<file path="config.mk">
export PLATFORM = sky130hd
export DESIGN_NAME = debounced_edge_event_fifo_top
export DESIGN_NICKNAME = d
export VERILOG_FILES = /design/src/hw/rtl/deef_pkg.sv /design/src/hw/rtl/debounced_edge_event_fifo_top.sv
export SDC_FILE = /design/constraint.sdc
export NUM_CORES = 1
export LEC_CHECK = 0
export BUFFER_PORTS_ARGS = -buffer_cell sky130_fd_sc_hd__buf_2
export CAP_MARGIN = 5
export CORE_MARGIN = 2
export CORE_UTILIZATION = 30
export DETAILED_ROUTE_END_ITERATION = 10
export GPL_TIMING_DRIVEN = 0
export MAX_ROUTING_LAYER = met4
export PLACE_DENSITY = 0.42
export REMOVE_ABC_BUFFERS = 1
export SYNTH_ARGS = -nofsm -noshare
export SYNTH_HDL_FRONTEND = slang
export SYNTH_SLANG_ARGS = --single-unit
</file>
<file path="constraint.sdc">
create_clock -name clk -period 10.86 [get_ports clk]
set_input_delay 1.629 -clock clk [delete_from_list [all_inputs] [get_ports clk]]
set_output_delay 1.629 -clock clk [all_outputs]
set_load 0.05 [all_outputs]
</file>
<file path="src/hw/rtl/deef_pkg.sv">
// ----------------------------------------------------------------------------
// Debounced edge event queue package
// Shared command codes and the stored event format.
// ----------------------------------------------------------------------------
package deef_pkg;

	typedef enum logic [1:0] {
		CMD_TICK = 2'd0,
		CMD_EDGE = 2'd1,
		CMD_POP  = 2'd2,
		CMD_NONE = 2'd3
	} cmd_e_t;

	localparam int TIME_W    = 32;
	localparam int LOCKOUT_W = 16;
	localparam logic [LOCKOUT_W-1:0] LOCKOUT_RESET = 16'd50;

	typedef struct packed {
		logic              level;
		logic [TIME_W-1:0] stamp;
	} event_slot_t;

endpackage

</file>
<file path="src/hw/rtl/debounced_edge_event_fifo_top.sv">
// ----------------------------------------------------------------------------
// Debounced edge event queue
// Millisecond clock, level-change debounce and a ring queue of stamped events.
// ----------------------------------------------------------------------------
// The block takes one item in every cycle and never raises busy. Each item
// gives exactly one result, shown on the result ports with done high for one
// cycle. An item passes through the input register, where the state update
// and the queue write or read happen, and then through the result register,
// which also holds the registered queue read data. The receiver cannot stall.
// The lockout register may be written at any time (cfg_ready is always high)
// but should only change while no item is in flight. The queue holds at most
// QUEUE_DEPTH - 1 events.
module debounced_edge_event_fifo_top #(
	parameter int QUEUE_DEPTH = 16
) (
	input  logic                               clk,
	input  logic                               arst_n,
	input  logic                               start,
	output logic                               busy,
	input  logic [1:0]                         command,
	input  logic                               pin_level,
	output logic                               done,
	output logic                               event_valid,
	output logic                               event_level,
	output logic [deef_pkg::TIME_W-1:0]        event_time,
	output logic                               edge_accepted,
	output logic                               queue_full,
	input  logic                               cfg_valid,
	output logic                               cfg_ready,
	input  logic [deef_pkg::LOCKOUT_W-1:0]     cfg_data
);
	import deef_pkg::*;

	localparam int PTR_W = (QUEUE_DEPTH > 1) ? $clog2(QUEUE_DEPTH) : 1;
	localparam logic [PTR_W-1:0] PTR_LAST = PTR_W'(QUEUE_DEPTH - 1);

	// Input register
	logic        valid_s1;
	cmd_e_t      cmd_s1;
	logic        level_s1;

	// Architectural state
	logic [PTR_W-1:0]     wr_ptr_q;
	logic [PTR_W-1:0]     rd_ptr_q;
	logic                 acc_level_q;
	logic [TIME_W-1:0]    last_time_q;
	logic [TIME_W-1:0]    now_q;
	logic [LOCKOUT_W-1:0] lockout_q;

	// Result register
	logic        done_s2;
	logic        pop_s2;
	logic        accept_s2;
	logic        full_s2;
	event_slot_t rdata_s2;

	event_slot_t mem [QUEUE_DEPTH];

	logic [PTR_W-1:0]  wr_next;
	logic [PTR_W-1:0]  rd_next;
	logic              is_full;
	logic              is_empty;
	logic [TIME_W-1:0] elapsed;
	logic              lock_ok;
	logic              do_tick;
	logic              do_accept;
	logic              do_drop;
	logic              do_pop;

	assign busy      = 1'b0;
	assign cfg_ready = 1'b1;

	assign wr_next  = (wr_ptr_q == PTR_LAST) ? '0 : wr_ptr_q + 1'b1;
	assign rd_next  = (rd_ptr_q == PTR_LAST) ? '0 : rd_ptr_q + 1'b1;
	assign is_full  = (wr_next == rd_ptr_q);
	assign is_empty = (wr_ptr_q == rd_ptr_q);
	assign elapsed  = now_q - last_time_q;
	assign lock_ok  = (elapsed > {{(TIME_W-LOCKOUT_W){1'b0}}, lockout_q});

	always_comb begin
		do_tick   = 1'b0;
		do_accept = 1'b0;
		do_drop   = 1'b0;
		do_pop    = 1'b0;
		if (valid_s1) begin
			case (cmd_s1)
				CMD_TICK: do_tick = 1'b1;
				CMD_EDGE: begin
					// A full queue drops the edge before the debounce checks apply.
					do_drop   = is_full;
					do_accept = !is_full && (level_s1 != acc_level_q) && lock_ok;
				end
				CMD_POP:  do_pop = !is_empty;
				default:  ;
			endcase
		end
	end

	always_ff @(posedge clk or negedge arst_n) begin
		if (!arst_n) begin
			valid_s1 <= 1'b0;
			cmd_s1   <= CMD_NONE;
		end else begin
			valid_s1 <= start && !busy;
			cmd_s1   <= cmd_e_t'(command);
		end
	end

	always_ff @(posedge clk) begin
		level_s1 <= pin_level;
	end

	always_ff @(posedge clk or negedge arst_n) begin
		if (!arst_n) begin
			wr_ptr_q    <= '0;
			rd_ptr_q    <= '0;
			acc_level_q <= 1'b0;
			last_time_q <= '0;
			now_q       <= '0;
			lockout_q   <= LOCKOUT_RESET;
		end else begin
			if (cfg_valid && cfg_ready) begin
				lockout_q <= cfg_data;
			end
			if (do_tick) begin
				now_q <= now_q + 1'b1;
			end
			if (do_accept) begin
				wr_ptr_q    <= wr_next;
				acc_level_q <= level_s1;
				last_time_q <= now_q;
			end
			if (do_pop) begin
				rd_ptr_q <= rd_next;
			end
		end
	end

	always_ff @(posedge clk) begin
		if (do_accept) begin
			mem[wr_ptr_q] <= '{level: level_s1, stamp: now_q};
		end
		if (do_pop) begin
			rdata_s2 <= mem[rd_ptr_q];
		end
	end

	always_ff @(posedge clk or negedge arst_n) begin
		if (!arst_n) begin
			done_s2   <= 1'b0;
			pop_s2    <= 1'b0;
			accept_s2 <= 1'b0;
			full_s2   <= 1'b0;
		end else begin
			done_s2   <= valid_s1;
			pop_s2    <= do_pop;
			accept_s2 <= do_accept;
			full_s2   <= do_drop;
		end
	end

	assign done          = done_s2;
	assign event_valid   = pop_s2;
	assign event_level   = pop_s2 & rdata_s2.level;
	assign event_time    = pop_s2 ? rdata_s2.stamp : '0;
	assign edge_accepted = accept_s2;
	assign queue_full    = full_s2;

	// At most one kind of result flag is raised for an item.
	a_one_flag: assert property (@(posedge clk) disable iff (!arst_n)
		$onehot0({pop_s2, accept_s2, full_s2}))
		else $error("more than one result flag raised");

	// Flags only show together with the done strobe.
	a_flag_done: assert property (@(posedge clk) disable iff (!arst_n)
		(pop_s2 || accept_s2 || full_s2) |-> done_s2)
		else $error("result flag without done");

	// An accepted edge never fills the last free slot of the ring.
	a_no_overrun: assert property (@(posedge clk) disable iff (!arst_n)
		do_accept |=> (wr_ptr_q != rd_ptr_q))
		else $error("queue write pointer caught up with read pointer");

	// A pop of an empty queue returns no event.
	a_empty_pop: assert property (@(posedge clk) disable iff (!arst_n)
		(valid_s1 && cmd_s1 == CMD_POP && is_empty) |=> !event_valid)
		else $error("event returned from an empty queue");

	// Every result comes from an item held in the input register.
	a_done_src: assert property (@(posedge clk) disable iff (!arst_n)
		done_s2 |-> $past(valid_s1))
		else $error("done without a preceding item");

endmodule

</file>
==> implementation parameters <==
Parameter                              Value

GRT
  Largest net degree at the start of global routing ... 60
  Total global-route track usage ... 0.160
  Number of antenna violations at the first check in global routing ... 2
  Wire length of the first global-routing pass ... about 110000 um
  Congestion Overflow GR ... 0
  Vias in the first global route ... 16800

Synthesis
  Number of distinct library cells after synthesis ... 77
  Share of async-settable or async-resettable flops after synthesis ... 0.146
  Syn_area_per_cell ... roughly 16 um2
  Count of flip-flops with a built-in enable after synthesis ... approximately 560
  Syn Std Cell Area ... about 29000 um2
  Number of register bits inferred by synthesis ... around 660
  Warnings, synthesis ... 0
  Mapped Cells ... between 1500 and 2000
  Sequential element share of the synthesized area ... 0.670
  Most frequently used flop master after synthesis ... sky130_fd_sc_hd__edfxtp_1

Detailed routing
  Total Wirelength ... 75800 um
  Initial DRC Count ... around 1200
  First drt pass iteration count ... 6
  Routed vias ... approximately 16000
  Detail-routed via count per cell ... around 5
  Count of nets left with antenna violations after detail routing ... 0
  Post-detailed-route wirelength per cell ... around 24 um
  DRC violation count after routing ... 0

Floorplanning
  Count of boundary I/O pins ... just over 60
  Initial Utilization ... 0.303
  Placeable core area ... approximately 95000 um2
  Placement row count ... approximately 110
  Die Span Y ... 314 um
  Die boundary width ... roughly 310 um
  Area of the die ... between 90000 and 100000 um2

Clock tree
  Hold buffer count at cts ... 0
  Clock buffers created by TritonCTS ... 76
  Worst-case clock buffer depth ... 3
  Total number of H-tree levels ... 3
  Clock Pin Slew Worst Setup and Hold Paths ... ~0.060 ns
  Clock tree from TritonCTS ... built
  CTS sink cnt ... around 660
  Clock tree root buffer cell ... sky130_fd_sc_hd__clkbuf_16
  Clock latency of the later-clocked register in the worst-skew pair ... 0.63 ns
  Number of post-CTS setup repair buffers ... 0
  Resized Gates After CTS ... 0

STA
  Worst setup margin ... a little over 3 ns
  Setup repair after global routing missed its margin ... false
  Layout Skew ... about 0.022 ns
  Finish-stage setup viols ... 0
  Min Tclk post-route ... 7.76 ns
  Worst slew margin relative to its limit ... 0.104
  Number of hold violations in the final report ... 0
  Maximum clock frequency ... around 130 MHz
  Count of final max-slew check failures ... 0
  Pin slew with the least headroom to its limit ... 1.34 ns
  Final Cycle Share ... 0.714

Worst setup path
  Arrival time at the worst endpoint ... around 8.1 ns
  Setup crit start kind ... flop
  Critical Setup Path Class ... flop to flop
  Register-to-register setup slack ... 3.10 ns
  CP Cell Sequence ... inv_1, ha_1, nand2b_1, a21oi_1, nor2_1, o21ai_0, a21o_1, a21oi_1, xnor2_1, ha_1, a21o_1, a221o_1, a221o_1, a22oi_1, o211ai_1, a2111oi_2, and4bb_2, buf_12, and3_1, nor3_4, buf_16, buf_16, buf_16
  Cell repeated most along the worst path ... sky130_fd_sc_hd__buf_16
  Crit path max fanout ... 31
  CP peak stage delay ... about 1.1 ns
  Required @ worst endpoint ... ~11 ns
  Slowest cell on the critical path ... sky130_fd_sc_hd__and3_1
  Nature of the critical path endpoint ... flop
  Worst path buffer plus inverter count ... 5
  Top delay family on crit path ... compound AO/OA/AOI/OAI gates

Place
  Number of input and output port buffers inserted ... 59
  Placement-stage cell area ... around 32000 um2
  Detailed placement HPWL ... 49600 um
  Post-placement setup slack ... 2.97 ns
  Dpl cells ... between 3000 and 4000
  Final weighted congestion in routability-driven placement ... 0.774

Power and ir drop
  Leakage power summed over all cells ... about 12 nW
  Pwr Density ... 226 nW/um2
  Worst IR drop on VDD ... 0.211 mV

Finish
  Fill cells ... approximately 9000
  Fraction of final layout cells with drive strength greater than 1 ... 0.239
  Leading cell types in the layout, fill and taps excluded ... 561 x sky130_fd_sc_hd__edfxtp_1, 165 x sky130_fd_sc_hd__mux4_2, 105 x sky130_fd_sc_hd__and2_1, 86 x sky130_fd_sc_hd__dfrtp_1, 78 x sky130_fd_sc_hd__clkbuf_16
  Ant. Diodes ... 0
  Area delta synth->final ... 18.9%
  Final cell count without fillers ... ~3200
  Design Area, Final ... around 34000 um2
  Most common cell after layout, fill and taps aside ... sky130_fd_sc_hd__edfxtp_1
  Total area of multi-input combinational cells ... ~9000 um2
  Register cell area after layout ... roughly 19000 um2
  Net count reported at finish ... roughly 1900

Outcome
  Result of the run ... finished clean

Flow run
  Reported max-cap violation count ... 0

Min path
  Worst min path class ... flop to flop
[final timing paths]
kind / start / to / cells after the start
worst max-delay path: now_q[0] / mem[10][30] / 23
worst max register to register: now_q[0] / mem[10][30] / 23
max in group asynchronous: arst_n / rd_ptr_q[2] / 2
worst min-delay path: valid_s1 / done / 0
worst min register to register: valid_s1 / done / 0
min in group asynchronous: arst_n / lockout_q[13] / 1
[state kept, by name (all words and copies together) (netlist names)]
name,count
acc_level_q,1
cmd_s1,2
done,1
edge_accepted,1
event_valid,1
last_time_q,32
level_s1,1
lockout_q,16
mem,528
now_q,32
queue_full,1
rd_ptr_q,4
rdata_s2,33
valid_s1,1
wr_ptr_q,4
[routing by layer]
layer / share of wire / vias to the layer above / track usage
met5: 0 / - / -
met2: 0.48 / 386 / 0.254
met4: 0.020 / 0 / 0.0377
met3: 0.042 / 110 / 0.0239
met1: 0.46 / 8441 / 0.216
li1: - / 7197 / -
[synth_stat cells, types with 8 or more instances]
| cell type | instances | area (um2) |
|---|---|---|
| sky130_fd_sc_hd__nand2_1 | 75 | 282 |
| sky130_fd_sc_hd__nor3_1 | 21 | 105 |
| sky130_fd_sc_hd__ha_1 | 53 | 663 |
| sky130_fd_sc_hd__clkbuf_1 | 68 | 255 |
| sky130_fd_sc_hd__nor2_1 | 42 | 158 |
| sky130_fd_sc_hd__o21ai_1 | 11 | 55.1 |
| sky130_fd_sc_hd__a21o_1 | 11 | 82.6 |
| sky130_fd_sc_hd__o21a_1 | 8 | 60.1 |
| sky130_fd_sc_hd__a21oi_1 | 37 | 185 |
| sky130_fd_sc_hd__buf_2 | 13 | 65.1 |
| sky130_fd_sc_hd__nand3_1 | 54 | 270 |
| sky130_fd_sc_hd__dfrtp_1 | 91 | 2280 |
| sky130_fd_sc_hd__o21ai_0 | 68 | 340 |
| sky130_fd_sc_hd__inv_1 | 64 | 240 |
| sky130_fd_sc_hd__xor2_1 | 23 | 201 |
| sky130_fd_sc_hd__xnor2_1 | 33 | 289 |
| sky130_fd_sc_hd__and3_1 | 10 | 62.6 |
| sky130_fd_sc_hd__edfxtp_1 | 561 | 16800 |
| sky130_fd_sc_hd__a221oi_1 | 35 | 307 |
| sky130_fd_sc_hd__nor3_2 | 9 | 90.1 |
| sky130_fd_sc_hd__mux4_2 | 165 | 3720 |
| sky130_fd_sc_hd__buf_1 | 10 | 37.5 |
| sky130_fd_sc_hd__nand4_1 | 55 | 344 |
| sky130_fd_sc_hd__and2_1 | 106 | 663 |
[layout make-up]
class,instances,share of cell area
Clock buffer,99,0.0597
Clock inverter,42,0.00951
Inverter,64,0.00702
Multi-Input combinational cell,922,0.262
Sequential cell,658,0.564
Tap cell,1265,0.0463
Timing Repair Buffer,142,0.0516
[logic make-up (layout without fill, tap and decap cells)]
| kind of cell | after synthesis | in the layout | synth area share |
|---|---|---|---|
| AOI/OAI and AO/OA | 232 | 232 | 0.0556 |
| DFF | 658 | 658 | 0.670 |
| buffers and inverters | 163 | 347 | 0.0234 |
| xor gates and xnor gates | 56 | 56 | 0.0171 |
| and+or+nand+nor | 406 | 406 | 0.0779 |
| other | 2 | 2 | 0.000261 |
| muxes | 172 | 172 | 0.132 |
| adders and majority gates | 54 | 54 | 0.0238 |
[where the power goes]
group	total, mW	switching (mW)	internal, mW
clock network	2.44	1.05	1.38
logic	2.17	1.16	1.00
registers	3.12	0.231	2.89
total	7.72	2.44	5.28
[stage by stage]
stage | hold WS (ns) | total power, mW | utilization | setup TNS [ns]
after global placement | 0.408 | 5.51 | 0.318 | -2738.31
after detailed placement | 0.415 | 5.40 | 0.335 | 0
after global routing | 0.438 | 8.12 | 0.360 | 0
after CTS | 0.428 | 7.87 | 0.360 | 0
final | 0.421 | 7.72 | 0.360 | 0
after floorplan | 0.385 | 4.69 | - | 0
Power figures use the tool's default switching activity.
